[src/rtl/fr_pkg.sv]
// Package: shared constants, register codes and structs of the find-and-replace block.
package fr_pkg;

	localparam int BYTE_W    = 8;
	localparam int CFG_BYTES = 8;
	localparam int LEN_W     = 4;
	localparam int TOTAL_W   = 16;
	localparam int ADDR_W    = 6;
	localparam int DATA_W    = 64;
	localparam int IDX_LSB   = 3;

	localparam logic [2:0] REG_PATTERN      = 3'd0;
	localparam logic [2:0] REG_PATTERN_LEN  = 3'd1;
	localparam logic [2:0] REG_REPLACE      = 3'd2;
	localparam logic [2:0] REG_REPLACE_LEN  = 3'd3;
	localparam logic [2:0] REG_EVERY        = 3'd4;

	typedef struct packed {
		logic [CFG_BYTES*BYTE_W-1:0] pattern;
		logic [LEN_W-1:0]            plen;
		logic [CFG_BYTES*BYTE_W-1:0] repl;
		logic [LEN_W-1:0]            rlen;
		logic                        every;
	} cfg_t;

	typedef struct packed {
		logic               load;
		logic               fin;
		logic [TOTAL_W-1:0] total;
	} burst_t;

endpackage

[src/rtl/fr_in_if.sv]
// Interface: input text byte channel.
interface fr_in_if;
	import fr_pkg::*;

	logic              valid;
	logic              ready;
	logic [BYTE_W-1:0] in_byte;
	logic              end_of_text;

	modport source (output valid, output in_byte, output end_of_text, input ready);
	modport sink   (input valid, input in_byte, input end_of_text, output ready);
endinterface

[src/rtl/fr_out_if.sv]
// Interface: output rewritten text channel.
interface fr_out_if;
	import fr_pkg::*;

	logic               valid;
	logic               ready;
	logic [BYTE_W-1:0]  out_byte;
	logic               byte_valid;
	logic               final_item;
	logic [TOTAL_W-1:0] match_total;

	modport source (output valid, output out_byte, output byte_valid, output final_item,
		output match_total, input ready);
	modport sink   (input valid, input out_byte, input byte_valid, input final_item,
		input match_total, output ready);
endinterface

[src/rtl/fr_apb_regs.sv]
// APB configuration registers of the find-and-replace block.
module fr_apb_regs (
	input  logic                       clk,
	input  logic                       arst_n,
	input  logic                       psel,
	input  logic                       penable,
	input  logic                       pwrite,
	input  logic [fr_pkg::ADDR_W-1:0]  paddr,
	input  logic [fr_pkg::DATA_W-1:0]  pwdata,
	output logic [fr_pkg::DATA_W-1:0]  prdata,
	output logic                       pready,
	output fr_pkg::cfg_t               cfg
);
	import fr_pkg::*;

	cfg_t       cfg_q;
	logic [2:0] idx;
	logic       wr;

	assign idx    = paddr[ADDR_W-1:IDX_LSB];
	assign pready = 1'b1;
	assign wr     = psel && penable && pwrite && pready;
	assign cfg    = cfg_q;

	always_ff @(posedge clk or negedge arst_n) begin
		if (!arst_n) begin
			cfg_q.pattern <= '0;
			cfg_q.plen    <= '0;
			cfg_q.repl    <= '0;
			cfg_q.rlen    <= '0;
			cfg_q.every   <= 1'b1;
		end else if (wr) begin
			case (idx)
				REG_PATTERN:     cfg_q.pattern <= pwdata;
				REG_PATTERN_LEN: cfg_q.plen    <= pwdata[LEN_W-1:0];
				REG_REPLACE:     cfg_q.repl    <= pwdata;
				REG_REPLACE_LEN: cfg_q.rlen    <= pwdata[LEN_W-1:0];
				REG_EVERY:       cfg_q.every   <= pwdata[0];
				default: begin
				end
			endcase
		end
	end

	always_comb begin
		case (idx)
			REG_PATTERN:     prdata = cfg_q.pattern;
			REG_PATTERN_LEN: prdata = DATA_W'(cfg_q.plen);
			REG_REPLACE:     prdata = cfg_q.repl;
			REG_REPLACE_LEN: prdata = DATA_W'(cfg_q.rlen);
			REG_EVERY:       prdata = DATA_W'(cfg_q.every);
			default:         prdata = '0;
		endcase
	end
endmodule

[src/rtl/fr_cell.sv]
// Window cell: holds one pending byte, compares it to its pattern byte, shifts to its neighbour.
module fr_cell (
	input  logic                      clk,
	input  logic                      en,
	input  logic                      load,
	input  logic                      shift,
	input  logic [fr_pkg::BYTE_W-1:0] in_byte,
	input  logic [fr_pkg::BYTE_W-1:0] nbr_byte,
	input  logic [fr_pkg::BYTE_W-1:0] pat_byte,
	output logic [fr_pkg::BYTE_W-1:0] post_byte,
	output logic                      eq
);
	import fr_pkg::*;

	logic [BYTE_W-1:0] cell_q;

	assign post_byte = load ? in_byte : cell_q;
	assign eq        = (post_byte == pat_byte);

	always_ff @(posedge clk) begin
		if (en) begin
			cell_q <= shift ? nbr_byte : post_byte;
		end
	end
endmodule

[src/rtl/fr_emit.sv]
// Output stage: shift row of result bytes, hands out one transaction per cycle while the receiver is ready.
module fr_emit #(
	parameter int NB = 8,
	parameter int NW = 4
) (
	input  logic                           clk,
	input  logic                           arst_n,
	input  fr_pkg::burst_t                 ctl,
	input  logic [NW-1:0]                  ld_count,
	input  logic [NB-1:0][fr_pkg::BYTE_W-1:0] ld_bytes,
	output logic                           can_load,
	fr_out_if.source                       text_out
);
	import fr_pkg::*;

	logic [NW-1:0]             rem_q;
	logic                      fin_q;
	logic                      bv_q;
	logic [TOTAL_W-1:0]        total_q;
	logic [NB-1:0][BYTE_W-1:0] slot_q;
	logic                      last;
	logic                      take;

	assign last     = (rem_q == NW'(1));
	assign take     = text_out.valid && text_out.ready;
	assign can_load = (rem_q == '0) || (last && text_out.ready);

	assign text_out.valid       = (rem_q != '0);
	assign text_out.out_byte    = bv_q ? slot_q[0] : '0;
	assign text_out.byte_valid  = bv_q;
	assign text_out.final_item  = fin_q && last;
	assign text_out.match_total = (fin_q && last) ? total_q : '0;

	always_ff @(posedge clk or negedge arst_n) begin
		if (!arst_n) begin
			rem_q <= '0;
			fin_q <= 1'b0;
		end else if (ctl.load) begin
			rem_q <= (ld_count == '0 && ctl.fin) ? NW'(1) : ld_count;
			fin_q <= ctl.fin;
		end else if (take) begin
			rem_q <= rem_q - NW'(1);
		end
	end

	always_ff @(posedge clk) begin
		if (ctl.load) begin
			slot_q  <= ld_bytes;
			bv_q    <= (ld_count != '0);
			total_q <= ctl.total;
		end else if (take) begin
			for (int j = 0; j < NB - 1; j++) begin
				slot_q[j] <= slot_q[j+1];
			end
		end
	end

`ifndef SYNTHESIS
	a_total_only_final: assert property (@(posedge clk) disable iff (!arst_n)
		text_out.valid && !text_out.final_item |-> text_out.match_total == '0)
		else $error("match total shown on a non-final transaction");
	a_bare_is_final: assert property (@(posedge clk) disable iff (!arst_n)
		text_out.valid && !text_out.byte_valid |-> text_out.final_item)
		else $error("bare transaction that is not final");
	a_rem_bound: assert property (@(posedge clk) disable iff (!arst_n)
		rem_q <= NW'(NB))
		else $error("result count beyond row length");
`endif
endmodule

[src/rtl/byte_stream_find_and_replace.sv]
// Top level: streaming find-and-replace over a byte stream, window held in a row of cells.
//
//  channel   | dir | payload                                       | accepted when
//  text_in   | in  | in_byte, end_of_text                          | valid && ready
//  text_out  | out | out_byte, byte_valid, final_item, match_total | valid && ready
//  apb       | in  | paddr, pwdata (64 bit), prdata                | psel, penable, pwrite
//
// One input transaction per cycle while the output row can take it; each gives 0 to
// max(MAX_PATTERN, MAX_REPLACEMENT) results, and the output row hands out one result per
// cycle while the receiver is ready; the input waits until the row's last result is taken.
// The window compare across all cells completes in the accepting cycle.
// Reset clears fill, match state, count and the output row; configuration gets its defaults.
// A stalled output holds the input once the output row is loaded.
module byte_stream_find_and_replace #(
	parameter int MAX_PATTERN     = 8,
	parameter int MAX_REPLACEMENT = 8,
	parameter int COUNT_WIDTH     = 16
) (
	input  logic                       clk,
	input  logic                       arst_n,
	input  logic                       psel,
	input  logic                       penable,
	input  logic                       pwrite,
	input  logic [fr_pkg::ADDR_W-1:0]  paddr,
	input  logic [fr_pkg::DATA_W-1:0]  pwdata,
	output logic [fr_pkg::DATA_W-1:0]  prdata,
	output logic                       pready,
	fr_in_if.sink                      text_in,
	fr_out_if.source                   text_out
);
	import fr_pkg::*;

	localparam int FW = $clog2(MAX_PATTERN + 1);
	localparam int LW = (FW > LEN_W) ? FW : LEN_W;
	localparam int NB = (MAX_PATTERN > MAX_REPLACEMENT) ? MAX_PATTERN : MAX_REPLACEMENT;
	localparam int NW = $clog2(NB + 1);

	cfg_t                               cfg;
	logic [FW-1:0]                      fill_q;
	logic                               done_q;
	logic [COUNT_WIDTH-1:0]             cnt_q;
	logic [COUNT_WIDTH-1:0]             cnt_nxt;
	logic [LW-1:0]                      plen;
	logic [LW-1:0]                      fill_post;
	logic [NW-1:0]                      rlen;
	logic [NW-1:0]                      n_res;
	logic                               accept;
	logic                               eot;
	logic                               active;
	logic                               flush;
	logic                               at_len;
	logic                               hit;
	logic                               miss;
	logic                               can_load;
	logic [TOTAL_W-1:0]                 total;
	logic [MAX_PATTERN-1:0][BYTE_W-1:0] post;
	logic [MAX_PATTERN-1:0]             eq;
	logic [MAX_PATTERN-1:0]             eq_ok;
	logic [NB-1:0][BYTE_W-1:0]          win_bytes;
	logic [NB-1:0][BYTE_W-1:0]          rep_bytes;
	logic [NB-1:0][BYTE_W-1:0]          ld_bytes;
	burst_t                             ctl;

	fr_apb_regs u_regs (
		.clk     (clk),
		.arst_n  (arst_n),
		.psel    (psel),
		.penable (penable),
		.pwrite  (pwrite),
		.paddr   (paddr),
		.pwdata  (pwdata),
		.prdata  (prdata),
		.pready  (pready),
		.cfg     (cfg)
	);

	assign text_in.ready = can_load;
	assign accept        = text_in.valid && text_in.ready;
	assign eot           = text_in.end_of_text;

	assign plen      = (cfg.plen > MAX_PATTERN) ? LW'(MAX_PATTERN) : LW'(cfg.plen);
	assign rlen      = (cfg.rlen > MAX_REPLACEMENT) ? NW'(MAX_REPLACEMENT) : NW'(cfg.rlen);
	assign fill_post = LW'(fill_q) + LW'(1);

	for (genvar i = 0; i < MAX_PATTERN; i++) begin : g_cell
		logic [BYTE_W-1:0] pat_b;
		logic [BYTE_W-1:0] nbr_b;

		if (i < CFG_BYTES) begin : g_pat
			assign pat_b = cfg.pattern[BYTE_W*i +: BYTE_W];
		end else begin : g_nopat
			assign pat_b = '0;
		end

		if (i < MAX_PATTERN - 1) begin : g_nbr
			assign nbr_b = post[i+1];
		end else begin : g_end
			assign nbr_b = post[i];
		end

		fr_cell u_cell (
			.clk       (clk),
			.en        (accept),
			.load      (fill_q == FW'(i)),
			.shift     (miss),
			.in_byte   (text_in.in_byte),
			.nbr_byte  (nbr_b),
			.pat_byte  (pat_b),
			.post_byte (post[i]),
			.eq        (eq[i])
		);

		assign eq_ok[i] = eq[i] || (LW'(i) >= plen);
	end

	for (genvar j = 0; j < NB; j++) begin : g_slot
		if (j < MAX_PATTERN) begin : g_win
			assign win_bytes[j] = post[j];
		end else begin : g_nowin
			assign win_bytes[j] = '0;
		end
		if (j < CFG_BYTES && j < MAX_REPLACEMENT) begin : g_rep
			assign rep_bytes[j] = cfg.repl[BYTE_W*j +: BYTE_W];
		end else begin : g_norep
			assign rep_bytes[j] = '0;
		end
	end

	assign active = (plen != '0) && (cfg.every || !done_q);
	assign flush  = !active || (fill_post > plen);
	assign at_len = active && (fill_post == plen);
	assign hit    = at_len && (&eq_ok);
	assign miss   = at_len && !hit;

	assign cnt_nxt  = (hit && cnt_q != '1) ? cnt_q + COUNT_WIDTH'(1) : cnt_q;
	assign ld_bytes = hit ? rep_bytes : win_bytes;

	if (COUNT_WIDTH > TOTAL_W) begin : g_sat
		assign total = (cnt_nxt > COUNT_WIDTH'({TOTAL_W{1'b1}})) ? '1 : cnt_nxt[TOTAL_W-1:0];
	end else begin : g_ext
		assign total = TOTAL_W'(cnt_nxt);
	end

	always_comb begin
		if (hit) begin
			n_res = rlen;
		end else if (flush || eot) begin
			n_res = NW'(fill_post);
		end else if (miss) begin
			n_res = NW'(1);
		end else begin
			n_res = '0;
		end
		ctl.load  = accept;
		ctl.fin   = eot;
		ctl.total = total;
	end

	always_ff @(posedge clk or negedge arst_n) begin
		if (!arst_n) begin
			fill_q <= '0;
			done_q <= 1'b0;
			cnt_q  <= '0;
		end else if (accept) begin
			if (eot || flush || hit) begin
				fill_q <= '0;
			end else if (!miss) begin
				fill_q <= fill_post[FW-1:0];
			end
			done_q <= eot ? 1'b0 : (done_q || hit);
			cnt_q  <= eot ? '0 : cnt_nxt;
		end
	end

	fr_emit #(
		.NB (NB),
		.NW (NW)
	) u_emit (
		.clk      (clk),
		.arst_n   (arst_n),
		.ctl      (ctl),
		.ld_count (n_res),
		.ld_bytes (ld_bytes),
		.can_load (can_load),
		.text_out (text_out)
	);

`ifndef SYNTHESIS
	a_fill_bound: assert property (@(posedge clk) disable iff (!arst_n)
		fill_q <= FW'(MAX_PATTERN - 1))
		else $error("window fill beyond pattern capacity");
	a_eot_rearm: assert property (@(posedge clk) disable iff (!arst_n)
		accept && eot |=> fill_q == '0 && !done_q && cnt_q == '0)
		else $error("state not rearmed after end of text");
	a_hit_clears: assert property (@(posedge clk) disable iff (!arst_n)
		accept && hit |=> fill_q == '0 && (done_q || $past(eot)))
		else $error("window not cleared after a match");
`endif
endmodule

[src/flat_wrapper.sv]
// flat-port wrapper written by rule: the top's interface ports become plain ports
module byte_stream_find_and_replace_flat import fr_pkg::*;
#(
	parameter int MAX_PATTERN     = 8,
	parameter int MAX_REPLACEMENT = 8,
	parameter int COUNT_WIDTH     = 16
)
  (clk, arst_n, psel, penable, pwrite, paddr, pwdata, prdata, pready, text_in_valid, text_in_in_byte, text_in_end_of_text, text_in_ready, text_out_valid, text_out_out_byte, text_out_byte_valid, text_out_final_item, text_out_match_total, text_out_ready);
  fr_in_if text_in_i ();
  fr_out_if text_out_i ();
  input  logic clk;
  input  logic arst_n;
  input  logic psel;
  input  logic penable;
  input  logic pwrite;
  input  logic [fr_pkg::ADDR_W-1:0] paddr;
  input  logic [fr_pkg::DATA_W-1:0] pwdata;
  output logic [fr_pkg::DATA_W-1:0] prdata;
  output logic pready;
  input wire logic [$bits(text_in_i.valid)-1:0] text_in_valid;
  input wire logic [$bits(text_in_i.in_byte)-1:0] text_in_in_byte;
  input wire logic [$bits(text_in_i.end_of_text)-1:0] text_in_end_of_text;
  output wire logic [$bits(text_in_i.ready)-1:0] text_in_ready;
  output wire logic [$bits(text_out_i.valid)-1:0] text_out_valid;
  output wire logic [$bits(text_out_i.out_byte)-1:0] text_out_out_byte;
  output wire logic [$bits(text_out_i.byte_valid)-1:0] text_out_byte_valid;
  output wire logic [$bits(text_out_i.final_item)-1:0] text_out_final_item;
  output wire logic [$bits(text_out_i.match_total)-1:0] text_out_match_total;
  input wire logic [$bits(text_out_i.ready)-1:0] text_out_ready;
  assign text_in_i.valid = text_in_valid;
  assign text_in_i.in_byte = text_in_in_byte;
  assign text_in_i.end_of_text = text_in_end_of_text;
  assign text_in_ready = text_in_i.ready;
  assign text_out_valid = text_out_i.valid;
  assign text_out_out_byte = text_out_i.out_byte;
  assign text_out_byte_valid = text_out_i.byte_valid;
  assign text_out_final_item = text_out_i.final_item;
  assign text_out_match_total = text_out_i.match_total;
  assign text_out_i.ready = text_out_ready;
  byte_stream_find_and_replace #(.MAX_PATTERN(MAX_PATTERN), .MAX_REPLACEMENT(MAX_REPLACEMENT), .COUNT_WIDTH(COUNT_WIDTH)) u_core (.clk(clk), .arst_n(arst_n), .psel(psel), .penable(penable), .pwrite(pwrite), .paddr(paddr), .pwdata(pwdata), .prdata(prdata), .pready(pready), .text_in(text_in_i), .text_out(text_out_i));
endmodule
[config.mk]
export PLATFORM = sky130hd
export DESIGN_NAME = byte_stream_find_and_replace_flat
export DESIGN_NICKNAME = d
export VERILOG_FILES = /design/src/rtl/fr_pkg.sv /design/src/rtl/fr_in_if.sv /design/src/rtl/fr_out_if.sv /design/src/rtl/fr_apb_regs.sv /design/src/rtl/fr_cell.sv /design/src/rtl/fr_emit.sv /design/src/rtl/byte_stream_find_and_replace.sv /design/src/flat_wrapper.sv
export SDC_FILE = /design/constraint.sdc
export NUM_CORES = 1
export LEC_CHECK = 0
export BUFFER_PORTS_ARGS = -buffer_cell sky130_fd_sc_hd__buf_2
export CORE_ASPECT_RATIO = 0.75
export CORE_MARGIN = 2
export CORE_UTILIZATION = 45
export DETAILED_ROUTE_END_ITERATION = 8
export PLACE_DENSITY = 0.7
export SLEW_MARGIN = 10
export SYNTH_ARGS = -nofsm -noshare
export SYNTH_HDL_FRONTEND = slang
export SYNTH_SLANG_ARGS = --single-unit
[constraint.sdc]
create_clock -name clk -period 10.1 [get_ports clk]
set_input_delay 0 -clock clk [delete_from_list [all_inputs] [get_ports clk]]
set_output_delay 0 -clock clk [all_outputs]
set_load 0.01 [all_outputs]
After elaboration in Yosys (flattened, before gate mapping). Index checks and enable logic that the tools add are counted.

Output and inout port bits: 93. Bits in registers: 308. Bits of input ports: 86. Word-level logic and storage cells: 143.

Mux-type cells: 34. Magnitude comparators: 11. Reductions and logical operators: 44. Equal/unequal tests: 23. Add/subtract/negate cells: 3.

Operator list (number): 64-bit case mux with 5 select lines (1); 8-bit two-way mux (16); 56-bit two-way mux (2); 8-bit equality test (8); 64-bit two-way mux (1); 16-bit two-way mux (3); 4-bit two-way mux (9); 16-bit by 1-bit adder with 16-bit output (second input constant) (1); 4-bit by 3-bit equality test with 1-bit output (second input constant) (4); 3-bit by 4-bit >= comparator with 1-bit output (first input constant) (4); 16-bit inequality test (second input constant) (1); 1-bit logical OR (14); 1-bit logical AND (12); 4-bit zero test (3); 2-bit AND reduction (6); 4-bit nonzero test (3); 4-bit by 1-bit equality test with 1-bit output (second input constant) (2); 4-bit by 2-bit equality test with 1-bit output (second input constant) (2); 1-bit by 4-bit >= comparator with 1-bit output (first input constant) (2); 2-bit by 4-bit >= comparator with 1-bit output (first input constant) (2); 4-bit greater-than comparator (second input constant) (2); 8-bit AND reduction (1); 3-bit by 2-bit equality test with 1-bit output (second input constant) (2); 4-bit by 1-bit adder with 4-bit output (second input constant) (1); other kinds (10) (13).

Logic depth before layout (Yosys ltp). Gate-level depths: netlist of run 1.

Depth after elaboration: 15. Gate-level depth with buffers: 15. Depth with buffers taken out: 12.

Cells and area by module. A second synthesis of run 1 with hierarchy kept.

Cell total of the unflattened synthesis: 1326. Area, all modules: 17021.3 um2.

By module, submodules not included: fr_apb_regs (sequential area each 3429.5 um2, area each 6233.5 um2, instances 1, cells an instance 386); fr_cell (sequential area each 240.2 um2, area each 559.3 um2, instances 8, cells an instance 37); fr_emit (sequential area each 2557.5 um2, area each 3634.7 um2, instances 1, cells an instance 207); byte_stream_find_and_replace (sequential area each 525.5 um2, area each 2678.8 um2, instances 1, cells an instance 437).

Worst setup path after synthesis of run 1. No wires, ideal clock.

Path type: reg-to-reg. Start: register u_core.u_emit.rem_q[0]. End: register u_core.cnt_q[1]. Slack: 5.444 ns. Clock period less this slack: 4.656 ns. Cell stages (with the launch flop): 10. Library setup time: 0.128 ns. Arrival time: 4.528 ns. Required time: 9.972 ns. Path through: dfrtp_1 > inv_1 > ha_1 > a21oi_1 > nor3_1 > nand2_1 > inv_1 > clkbuf_1 > o32a_1 > o21ai_0.

Longest elaborated chain between the ends: 4.

RTL lines: from (decl) (line fr_emit.sv:16) `logic [NW-1:0] rem_q;`; from (signal assigned) (line fr_emit.sv:39) `rem_q <= (ld_count == '0 && ctl.fin) ? NW'(1) : ld_count;`; from (signal assigned) (line fr_emit.sv:42) `rem_q <= rem_q - NW'(1);`; 4-bit by 1-bit equality test with 1-bit output (line fr_emit.sv:24) `assign last = (rem_q == NW'(1));`; 1-bit logical AND (line fr_emit.sv:26) `assign can_load = (rem_q == '0) || (last && text_out.ready);`; 1-bit logical OR * (line fr_emit.sv:26); via text_in_ready (line flat_wrapper.sv:23) `output wire logic [$bits(text_in_i.ready)-1:0] text_in_ready;`; 1-bit logical AND * (line byte_stream_find_and_replace.sv:78) `assign accept = text_in.valid && text_in.ready;`; via u_core.accept (line byte_stream_find_and_replace.sv:47) `logic accept;`; to (signal assigned) (line byte_stream_find_and_replace.sv:171) `cnt_q <= eot ? '0 : cnt_nxt;`; to (decl) (line byte_stream_find_and_replace.sv:41) `logic [COUNT_WIDTH-1:0] cnt_q;`.

The timed path passes the listed nets; every way through them passes the cells marked *. A chain may end at the register's enable or synchronous reset.

Worst setup path in the final report of run 1.
Start: register u_core.fill_q[0]. End: register u_core.u_emit.slot_q[33] (netlist bit), data pin.

Longest elaborated chain between the ends: 8.

RTL lines: from (decl) (line byte_stream_find_and_replace.sv:39) `logic [FW-1:0] fill_q;`; from (signal assigned) (line byte_stream_find_and_replace.sv:168) `fill_q <= fill_post[FW-1:0];`; 4-bit by 1-bit equality test with 1-bit output, or another cell as far along (line byte_stream_find_and_replace.sv:104) `.load (fill_q == FW'(i)),`; 8-bit two-way mux (line fr_cell.sv:17) `assign post_byte = load ? in_byte : cell_q;`; 8-bit equality test (line fr_cell.sv:18) `assign eq = (post_byte == pat_byte);`; 1-bit logical OR (line byte_stream_find_and_replace.sv:113) `assign eq_ok[i] = eq[i] || (LW'(i) >= plen);`; 8-bit AND reduction (line byte_stream_find_and_replace.sv:132) `assign hit = at_len && (&eq_ok);`; 1-bit logical AND (line byte_stream_find_and_replace.sv:132); 64-bit two-way mux * (line byte_stream_find_and_replace.sv:136) `assign ld_bytes = hit ? rep_bytes : win_bytes;`; 56-bit two-way mux * (line fr_emit.sv:47) `if (ctl.load) begin`; to (signal assigned) (line fr_emit.sv:48) `slot_q <= ld_bytes;`; to (signal, indexed assignment) (line fr_emit.sv:53) `slot_q[j] <= slot_q[j+1];`; to (decl) (line fr_emit.sv:20) `logic [NB-1:0][BYTE_W-1:0] slot_q;`.

Every way passes the cells marked *; elsewhere a longest branch is shown, timed or not.

==> flow_summary.yaml, run 1 <==
outcome:
  status: "finished clean"
final_layout:
  layout_commonest_cell: "buf_2"
  nets: 1836
  drive_gt1_share_pct: 21.8
  final_cell_mix: "buf_2, dfrtp_1, edfxtp_1, nor2_1, mux2_2"
  n_fill_cell: 3223
  n_antenna_cell: 0
  area_growth_syn_to_layout_pct: 17.4
  final_util_pct: 53.4
timing:
  skew_ns: 0.0140
  period_share_pct: 56.8
  tns_ns: 0
  setup_viol: 0
  max_freq_ghz: 0.174
  hold_violations: 0
  tightest_slew_ns: 1.10
  relSlewSlack_pct: 26.9
  rsz0062_at_grt: "no"
  slew_viol_final: 0
  setup_ws_ns: 4.36
  finalCriticalPeriod_ns: 5.74
clock_network:
  htree_levels: 1
  clk_latency_ns: 0.58
  cts_buffers: 31
  clkTransAtPathRegs_ns: 0.07
  clock-root-buffer: "clkbuf_16"
  clock_path_buffers: 3
  cts_tree: "yes"
  clkSinkCount: 308
min_path:
  min_path_type: "in -> reg"
setup_path:
  crit_end: "u_core.u_emit.slot_q[33]$_DFFE_PP_"
  cp_cell_sequence: "inv_1 -> ha_1 -> nand3b_1 -> mux2i_1 -> xor2_1 -> o2111ai_1 -> or3_1 -> o21ai_1 -> nand3_4 -> buf_4 -> and2_1 -> o31ai_1"
  r2r_start: "u_core.fill_q[0]$_DFFE_PN0P_"
  reg2reg_slack_ns: 4.36
  critPathSlowestCell: "mux2i_1"
  ff2ff_path_depth: 12
  startpoint: "u_core.fill_q[0]$_DFFE_PN0P_"
  worst-path-max-fanout: 81
  endpoint_kind: "flip-flop"
  cp.arrival_ns: 6.05
  critPathKind: "reg -> reg"
  cpPeakStageDelay_ns: 0.71
  critPathRequiredTime_ns: 10.41
  critPathLaunchType: "flip-flop"
  r2r_end: "u_core.u_emit.slot_q[33]$_DFFE_PP_"
detailed_routing:
  wl_met2_um: 22300
  route.detailed.drc: 0
  route.met3.wl_um: 3710
  dr.pass1.iters: 6
  routed.top_layer: "met4"
  vias: 13225
  post_drt_wl_per_cell_um: 21.7
  wirelength_um: 49100
  drt_first_iter_violations: 1306
  wl_met1_um: 21700
  antenna_left: 0
  routed_via_density: 5.83
floorplan:
  start_util_pct: 45.5
  die_h_um: 171
  die-area_um2: 38900
  coreArea_um2: 36900
  ios: 179
  die_w_um: 227
  rows: 61
global_route:
  gr-usage-all-layers_pct: 25.1
  antenna_found_initial: 0
  grt_overflow: 0
  grt_max_degree: 96
  grt_pass1_vias: 12727
  grt_pass1_wl_um: 74600
synth:
  synthesis.area_um2: 16800
  yosysUniqueCellTypes: 75
  synthArstFlopShare_pct: 52.9
  seq_area_frac_synth_pct: 50.2
  synth_ff_type: "dfrtp_1"
  syn_inst: 1548
  synth-seq-cells: 308
  syn-num-nets: 1645
  yosysWarnings: 0
  syn_area_per_cell_um2: 10.8
  synth_edf_count: 145
place:
  dp_slack_ns: 4.56
  dp_hpwl_um: 32700
  port_buffers: 174
  place.gp.congestion: 0.902
power_and_ir_drop:
  powerDensity_nw_per_um2: 216
  ir_worst_vdd_uv: 130
  power_leakage_nw: 8.49
run:
  maxCapViolations: 0
==> worst min-delay path by stage <==
stage / cells after the start / startpoint / to / slack (ns)
6_report: 5 / paddr[3] / u_core.u_regs.cfg[69]$_DFFE_PN0P_ / 0.07
5_1_grt: 3 / text_in_in_byte[7] / u_core.g_cell[7].u_cell.cell_q[7]$_DFFE_PP_ / 0.09
4_1_cts: 5 / paddr[3] / u_core.u_regs.cfg[69]$_DFFE_PN0P_ / 0.04
3_5_place_dp: 1 / arst_n / u_core.u_regs.cfg[24]$_DFFE_PN0P_ / 0.15
3_3_place_gp: 1 / arst_n / u_core.u_regs.cfg[92]$_DFFE_PN0P_ / 0.13
2_1_floorplan: 0 / arst_n / u_core.cnt_q[0]$_DFFE_PN0P_ / -0.30
==> report_power, final <==
part / switching, W / internal [W]
registers: 0.000225 / 0.00167
logic: 0.000726 / 0.000519
clock network: 0.000497 / 0.000617
==> stage by stage <==
step                      instances  power, W  hold WS (ns)  instance area [um^2]
after floorplan                1548   0.00271        -0.296                 16800
after global placement         2139   0.00307         0.131                 18000
after detailed placement       2139   0.00312         0.147                 18000
after CTS                      2268   0.00425        0.0424                 19700
after global routing           2268   0.00447        0.0939                 19700
final                          2268   0.00425        0.0693                 19700
==> cells in the mapped netlist (all sizes together) (6+ instances only) <==
cell type / n / share of area (%)
nor2b: 20 / 0.75
nand2b: 6 / 0.22
nor3b: 8 / 0.36
xnor2: 29 / 1.5
nor2: 124 / 2.8
and2: 82 / 3.1
mux2i: 103 / 6.2
a21oi: 47 / 1.4
ha: 11 / 0.82
nor3: 28 / 0.83
nand4: 10 / 0.37
inv: 69 / 1.5
and3: 6 / 0.22
clkbuf: 75 / 1.7
or4: 6 / 0.27
dfrtp: 162 / 24
o22ai: 21 / 0.78
buf: 26 / 0.83
a22oi: 13 / 0.58
a31oi: 6 / 0.22
nor4: 6 / 0.22
mux2: 122 / 8.2
xor2: 25 / 1.3
o21ai: 40 / 1.2
nand3: 26 / 0.80
edfxtp: 145 / 26
nand2: 120 / 2.7
or3: 6 / 0.22
o31ai: 58 / 2.6
a22o: 63 / 3.3
a221oi: 6 / 0.31
==> kinds of logic (layout without fill, tap and decap cells) <==
group           after synthesis  after routing  synth area share, %
simple gates                468            468                 13.8
compound gates              308            308                 13.4
flops                       308            308                 50.2
mux                         228            228                 14.8
buf+inv                     170            386                 4.05
xor+xnor                     54             54                 2.82
fa+ha+maj                    11             11                0.820
other cells                   1              1               0.0223
==> per-layer routing <==
| metal | up-vias | GRT usage, % |
|---|---|---|
| met5 | - | 0 |
| met4 | 0 | 7.33 |
| met3 | 86 | 5.07 |
| met2 | 506 | 39.8 |
| met1 | 6608 | 34.9 |
| li1 | 6025 | - |
==> worst max-delay path: cells and delay by family (launching register included) <==
kind	cells	cell delay (ns)
fa+ha+maj	1	0.20
flops	1	0.47
simple gates	4	1.85
compound gates	3	1.25
xor+xnor	1	0.20
buf+inv	2	0.75
mux	1	0.71
==> final cells by class <==
type | count | area, um^2 | share of cell area, %
tap | 504 | 631 | 3.20
inverter | 69 | 260 | 1.32
clock inverter | 13 | 70.1 | 0.355
clock buffer | 45 | 900 | 4.56
timing repair buffer | 259 | 1690 | 8.59
sequential | 308 | 8430 | 42.8
multi-input combinational | 1070 | 7730 | 39.2
==> state kept, by name, indices dropped and copies added (netlist names) <==
name	count
u_core.done_q	1
u_core.u_emit.text_out.byte_valid	1
u_core.u_emit.rem_q	4
u_core.fill_q	4
u_core.u_emit.fin_q	1
u_core.u_emit.slot_q	64
u_core.g_cell.u_cell.cell_q	64
u_core.cnt_q	16
u_core.u_emit.total_q	16
u_core.u_regs.cfg	137
==> timing repair <==
item | CTS | global route
hold endpoints to repair | 242 | 0
buffers inserted | 0 | 0
hold buffers | 71 | 0
gates resized for setup | 0 | 0
No activity file was read; power rests on OpenSTA's default activity.
==> inputs of run 2 (changes only) <==
--- a/config.mk
+++ b/config.mk
@@ -10,7 +10,7 @@
 export CORE_MARGIN = 2
 export CORE_UTILIZATION = 45
 export DETAILED_ROUTE_END_ITERATION = 8
-export PLACE_DENSITY = 0.7
+export PLACE_DENSITY = 0.72
 export SLEW_MARGIN = 10
 export SYNTH_ARGS = -nofsm -noshare
 export SYNTH_HDL_FRONTEND = slang
==> constraint.sdc (replaced) <==
create_clock -name clk -period 5.1 [get_ports clk]
set_input_delay 0 -clock clk [delete_from_list [all_inputs] [get_ports clk]]
set_output_delay 0 -clock clk [all_outputs]
set_load 0.01 [all_outputs]
==> run 2 against run 1 <==
Against the previous run: first-iteration DRC count is 11% higher; cell area is 1.3% higher; largest power group unchanged; combinational power is 100% higher; flip-flop and latch count stayed put; utilization is 0.70 points higher; clock power is 110% higher; worst hold slack worse by 0.026 ns; total power is 100% higher; die area stayed put; sequential power is 99% higher; non-clock buffer count is 21 higher.
==> flow_summary.yaml, run 2 (same netlist as run 1, synthesis figures left out) <==
outcome:
  status: "finished clean"
timing:
  max_freq_ghz: 0.213
  tns_ns: 0
  setup_viol: 0
  period_share_pct: 91.9
  slew_viol_final: 0
  hold_violations: 0
  rsz0062_at_grt: "no"
  finalCriticalPeriod_ns: 4.69
  skew_ns: 0.0138
  tightest_slew_ns: 1.11
  relSlewSlack_pct: 26.1
final_layout:
  n_fill_cell: 3260
  finalInstanceArea_um2: 20000
  drive_gt1_share_pct: 22.5
  multiInputGateArea_um2: 7730
  layout_commonest_cell: "buf_2"
  area_growth_syn_to_layout_pct: 19.0
  largest_register_ffs: 137
  final_cell_mix: "buf_2, dfrtp_1, edfxtp_1, nor2_1, mux2_2"
  regArea_um2: 8430
  nets: 1860
global_route:
  grt_max_degree: 80
  gr-usage-all-layers_pct: 25.7
  grt_overflow: 0
  grt_pass1_vias: 13062
  grt_pass1_wl_um: 76200
  antenna_found_initial: 1
detailed_routing:
  routed_via_density: 5.89
  wirelength_um: 50500
  antenna_left: 0
  vias: 13520
  dr.pass1.iters: 5
  drt_first_iter_violations: 1453
  route.detailed.drc: 0
  post_drt_wl_per_cell_um: 22.0
power_and_ir_drop:
  clkPwrFrac_pct: 27.5
  intPower_w: 0.00577
  ir_worst_vdd_uv: 223
  powerDensity_nw_per_um2: 434
  pwr-share-seq_pct: 43.4
  power_leakage_nw: 8.62
  power.share.combinational_pct: 29.1
  p_sw_share_pct: 33.5
  p_switching_w: 0.00291
setup_path:
  endpoint_kind: "flip-flop"
  critPathLaunchType: "flip-flop"
  cp.arrival_ns: 4.96
  critPathRequiredTime_ns: 5.38
  critPathKind: "reg -> reg"
  worst-path-max-fanout: 33
floorplan:
  ios: 179
  die_w_um: 227
  die-area_um2: 38900
  start_util_pct: 45.5
  die_h_um: 171
  rows: 61
  coreArea_um2: 36900
clock_network:
  clock-root-buffer: "clkbuf_16"
  clkTransAtPathRegs_ns: 0.06
  clkSinkCount: 308
  htree_levels: 2
  cts_resized: 0
  clk_latency_ns: 0.53
  clock_path_buffers: 3
  postCtsHoldBufs: 68
  post_cts.repair.setup_buffers: 0
  cts_buffers: 34
  cts_tree: "yes"
run:
  maxCapViolations: 0
place:
  dp_hpwl_um: 33600
  place_area_um2: 18200
  place.gp.congestion: 0.915
  port_buffers: 174
min_path:
  min_path_type: "in -> async"
-- run 2: through the flow --
step / util, % / instances / hold slack (ns) / setup slack, ns / total power [W]
after floorplan: - / 1548 / -0.296 / 0.444 / 0.00537
after global placement: 49.4 / 2163 / 0.0508 / 0.682 / 0.00614
after detailed placement: 49.4 / 2163 / 0.0603 / 0.553 / 0.00624
after CTS: 54.1 / 2293 / 0.0701 / 0.525 / 0.00867
after global routing: 54.1 / 2294 / 0.105 / 0.245 / 0.00909
final: 54.1 / 2294 / 0.0437 / 0.413 / 0.00867
-- run 2: final cells by class --
class,instances,area share [%]
tap,504,3.16
antenna,1,0.0125
multi-input combinational,1070,38.7
clock inverter,5,0.106
inverter,69,1.30
timing repair buffer,280,9.29
clock buffer,57,5.21
sequential,308,42.2
-- run 2: worst max-delay path: stages (launching register included) --
cell and delay [ns]:
dfrtp_1 0.44, inv_1 0.16, ha_1 0.20, or3b_1 0.50, mux2i_1 0.21, a222oi_1 0.37
a21boi_0 0.32, nand4_1 0.20, a2111oi_4 0.69, nand3_4 0.35, buf_4 0.35, and2_1 0.22
o31ai_1 0.41
-- run 2: final timing paths --
| kind | slack [ns] | to | start | cells past startpoint |
|---|---|---|---|---|
| min in group clk | 0.07 | u_core.u_regs.cfg[1]$_DFFE_PN0P_ | paddr[4] | 3 |
| worst min-delay path | 0.04 | u_core.u_regs.cfg[24]$_DFFE_PN0P_ | arst_n | 2 |
| worst min register to register | 0.49 | u_core.u_emit.fin_q$_DFFE_PN0P_ | u_core.u_emit.fin_q$_DFFE_PN0P_ | 2 |
| worst max-delay path | 0.41 | u_core.u_emit.slot_q[0]$_DFFE_PP_ | u_core.fill_q[0]$_DFFE_PN0P_ | 12 |
| worst max register to register | 0.41 | u_core.u_emit.slot_q[0]$_DFFE_PP_ | u_core.fill_q[0]$_DFFE_PN0P_ | 12 |
| max in group asynchronous | 3.70 | u_core.cnt_q[7]$_DFFE_PN0P_ | arst_n | 3 |
-- run 2: power groups by stage --
| stage | clock (W) | combinational (W) | sequential (W) |
|---|---|---|---|
| global placement | 0 | 0.00237 | 0.00377 |
| global route | 0.00252 | 0.00275 | 0.00382 |
| finish | 0.00238 | 0.00252 | 0.00377 |
| CTS | 0.00242 | 0.00250 | 0.00375 |
| floorplan | 0 | 0.00176 | 0.00361 |
| detailed placement | 0 | 0.00244 | 0.00379 |
-- run 2: layer usage --
metal | up-vias | share of wire (%) | GRT usage, %
li1 | 6091 | - | -
met2 | 635 | 45 | 40.0
met3 | 94 | 8.5 | 4.29
met1 | 6700 | 43 | 36.4
met4 | 0 | 3.0 | 8.84
met5 | - | 0 | 0
==> inputs of run 3 (changes only) <==
--- a/config.mk
+++ b/config.mk
@@ -5,12 +5,12 @@
 export SDC_FILE = /design/constraint.sdc
 export NUM_CORES = 1
 export LEC_CHECK = 0
-export BUFFER_PORTS_ARGS = -buffer_cell sky130_fd_sc_hd__buf_2
 export CORE_ASPECT_RATIO = 0.75
 export CORE_MARGIN = 2
-export CORE_UTILIZATION = 45
+export CORE_UTILIZATION = 64
 export DETAILED_ROUTE_END_ITERATION = 8
-export PLACE_DENSITY = 0.72
+export DONT_BUFFER_PORTS = 1
+export PLACE_DENSITY = 0.86
 export SLEW_MARGIN = 10
 export SYNTH_ARGS = -nofsm -noshare
 export SYNTH_HDL_FRONTEND = slang
==> constraint.sdc (replaced) <==
create_clock -name clk -period 5 [get_ports clk]
set_input_delay 0 -clock clk [delete_from_list [all_inputs] [get_ports clk]]
set_output_delay 0 -clock clk [all_outputs]
set_load 0.01 [all_outputs]
==> run 3 against run 2 <==
Against the previous run: clock-buffer cell count fell by 9; flip-flop and latch count stayed put; worst hold slack better by 0.0078 ns; sequential share of layout area is 2.0 points higher; cell count shrank 14%; utilization up 20 points; via count fell by 0.32%; worst setup slack worse by 0.12 ns; combinational power hardly changed; non-clock buffer count shrank 158.
==> flow_summary.yaml, run 3 (same netlist as run 1, synthesis figures left out) <==
timing:
  tightest_slew_ns: 0.898
  slew_viol_final: 0
  hold_violations: 0
  rsz0062_at_grt: "no"
  holdWs_ns: 0.0515
  relSlewSlack_pct: 40.0
  skew_ns: 0.0143
  max_freq_ghz: 0.212
  tns_ns: 0
  finalCriticalPeriod_ns: 4.71
  setup_viol: 0
  setup_ws_ns: 0.292
  period_share_pct: 94.2
run:
  maxCapViolations: 0
power_and_ir_drop:
  powerDensity_nw_per_um2: 455
  p_switching_w: 0.00294
  power_leakage_nw: 7.88
  intPower_w: 0.00574
  p_sw_share_pct: 33.9
  power.share.combinational_pct: 28.8
  ir_worst_vdd_uv: 333
  clkPwrFrac_pct: 26.7
  pwr-share-seq_pct: 44.5
setup_path:
  critPathRequiredTime_ns: 5.39
  cp.arrival_ns: 5.09
  critPathLaunchType: "flip-flop"
  cpPeakStageDelay_ns: 0.67
  worst-path-max-fanout: 108
  critPathKind: "reg -> reg"
  critical-path-top-delay-family: "compound AO/OA/AOI/OAI gates"
  path_buf_inv: 2
  critPathSlowestCell: "a2111oi_4"
  cp_cell_sequence: "ha_1 -> or3b_1 -> mux2i_1 -> o2bb2ai_1 -> a211oi_1 -> a41oi_2 -> a2111oi_4 -> nand3_4 -> buf_12 -> buf_4 -> and2_1 -> o31ai_1"
  endpoint_kind: "flip-flop"
place:
  dp_hpwl_um: 30600
  place.gp.congestion: 0.966
  port_buffers: 0
  dp_slack_ns: 0.522
floorplan:
  coreArea_um2: 25800
  ios: 179
  die_h_um: 144
  rows: 51
  start_util_pct: 65.0
  die_w_um: 191
  die-area_um2: 27600
final_layout:
  area_growth_syn_to_layout_pct: 13.5
  final_cell_mix: "dfrtp_1, edfxtp_1, nor2_1, mux2_2, nand2_1"
  final_util_pct: 73.7
  largest_register_ffs: 137
  drive_gt1_share_pct: 14.2
  nets: 1699
  n_fill_cell: 1650
  layout_commonest_cell: "dfrtp_1"
  n_antenna_cell: 0
detailed_routing:
  vias: 13477
  routed_via_density: 6.84
  route.detailed.drc: 0
  antenna_left: 0
  wl_met2_um: 22000
  route.met3.wl_um: 5720
  wirelength_um: 48800
  routed.top_layer: "met4"
  wl_met1_um: 19100
  dr.pass1.iters: 7
  post_drt_wl_per_cell_um: 24.7
  drt_first_iter_violations: 1922
clock_network:
  post_cts.repair.setup_buffers: 0
  htree_levels: 1
  cts_buffers: 31
  clock-root-buffer: "clkbuf_16"
  clock_path_buffers: 3
  clk_latency_ns: 0.58
  cts_tree: "yes"
  clkSinkCount: 308
  clkTransAtPathRegs_ns: 0.07
global_route:
  antenna_found_initial: 0
  gr-usage-all-layers_pct: 35.7
  grt_overflow: 0
  grt_max_degree: 164
  grt_pass1_vias: 13030
  grt_pass1_wl_um: 75000
min_path:
  min_path_type: "in -> out"
outcome:
  status: "finished clean"
==> run 3: cell count changes in the layout (fill, tap and decap cells not counted), moves of 3 or more <==
cell           before  now
buf_4              37   33
clkbuf_1           16    9
dlygate4sd3_1      68   85
clkbuf_16          37   32
clkbuf_8            4    7
buf_2             173    0
==> run 3: worst register-to-register path: stages, from the launching register on <==
cell and delay, ns:
dfrtp_1 0.45, ha_1 0.34, or3b_1 0.60, mux2i_1 0.39
o2bb2ai_1 0.13, a211oi_1 0.44, a41oi_2 0.24, a2111oi_4 0.67
nand3_4 0.16, buf_12 0.24, buf_4 0.42, and2_1 0.16
o31ai_1 0.27
==> run 3: worst paths after layout <==
path	depth (start not counted)	slack (ns)	startpoint	endpoint
worst max-delay path	12	0.29	u_core.fill_q[0]$_DFFE_PN0P_	u_core.u_emit.slot_q[0]$_DFFE_PP_
worst min-delay path	1	0.05	paddr[5]	prdata[1]
worst max register to register	12	0.29	u_core.fill_q[0]$_DFFE_PN0P_	u_core.u_emit.slot_q[0]$_DFFE_PP_
worst min register to register	2	0.50	u_core.u_emit.fin_q$_DFFE_PN0P_	u_core.u_emit.fin_q$_DFFE_PN0P_
max in group asynchronous	2	4.26	arst_n	u_core.u_regs.cfg[63]$_DFFE_PN0P_
min in group asynchronous	2	0.14	arst_n	u_core.u_regs.cfg[23]$_DFFE_PN0P_
==> run 3: power by group through the flow <==
stage | combinational (W) | sequential, W | clock (W)
finish | 0.00250 | 0.00386 | 0.00232
global route | 0.00271 | 0.00391 | 0.00242
CTS | 0.00244 | 0.00383 | 0.00233
detailed placement | 0.00231 | 0.00387 | 0
global placement | 0.00221 | 0.00384 | 0
floorplan | 0.00179 | 0.00369 | 0
==> run 3: area by class of cell <==
cell class	instances	area, um^2	area share, %
Clock inverter	10	78.8	0.414
Tap cell	344	430	2.26
Timing Repair Buffer	122	1190	6.22
Inverter	69	260	1.37
Multi-Input combinational cell	1070	7740	40.6
Sequential cell	308	8430	44.3
Clock buffer	48	931	4.88
==> run 3: what timing repair did <==
action,CTS,global route
endpoints found under the hold margin,390,0
setup endpoints to repair,0,1
hold buffers,86,0
resized for setup,0,1
==> run 3: through the flow <==
stage | total power, W | std cells | cell area [um^2]
finish | 0.00868 | 1971 | 19100
detailed placement | 0.00618 | 1827 | 17200
global route | 0.00904 | 1971 | 19100
floorplan | 0.00548 | 1548 | 16800
global placement | 0.00605 | 1827 | 17200
CTS | 0.00860 | 1971 | 19100
==> run 3: metal layers <==
| metal | vias up | track usage, % |
|---|---|---|
| met5 | - | 0 |
| met4 | 0 | 14.3 |
| met3 | 170 | 7.72 |
| met2 | 933 | 54.7 |
| met1 | 6598 | 49.7 |
| li1 | 5776 | - |
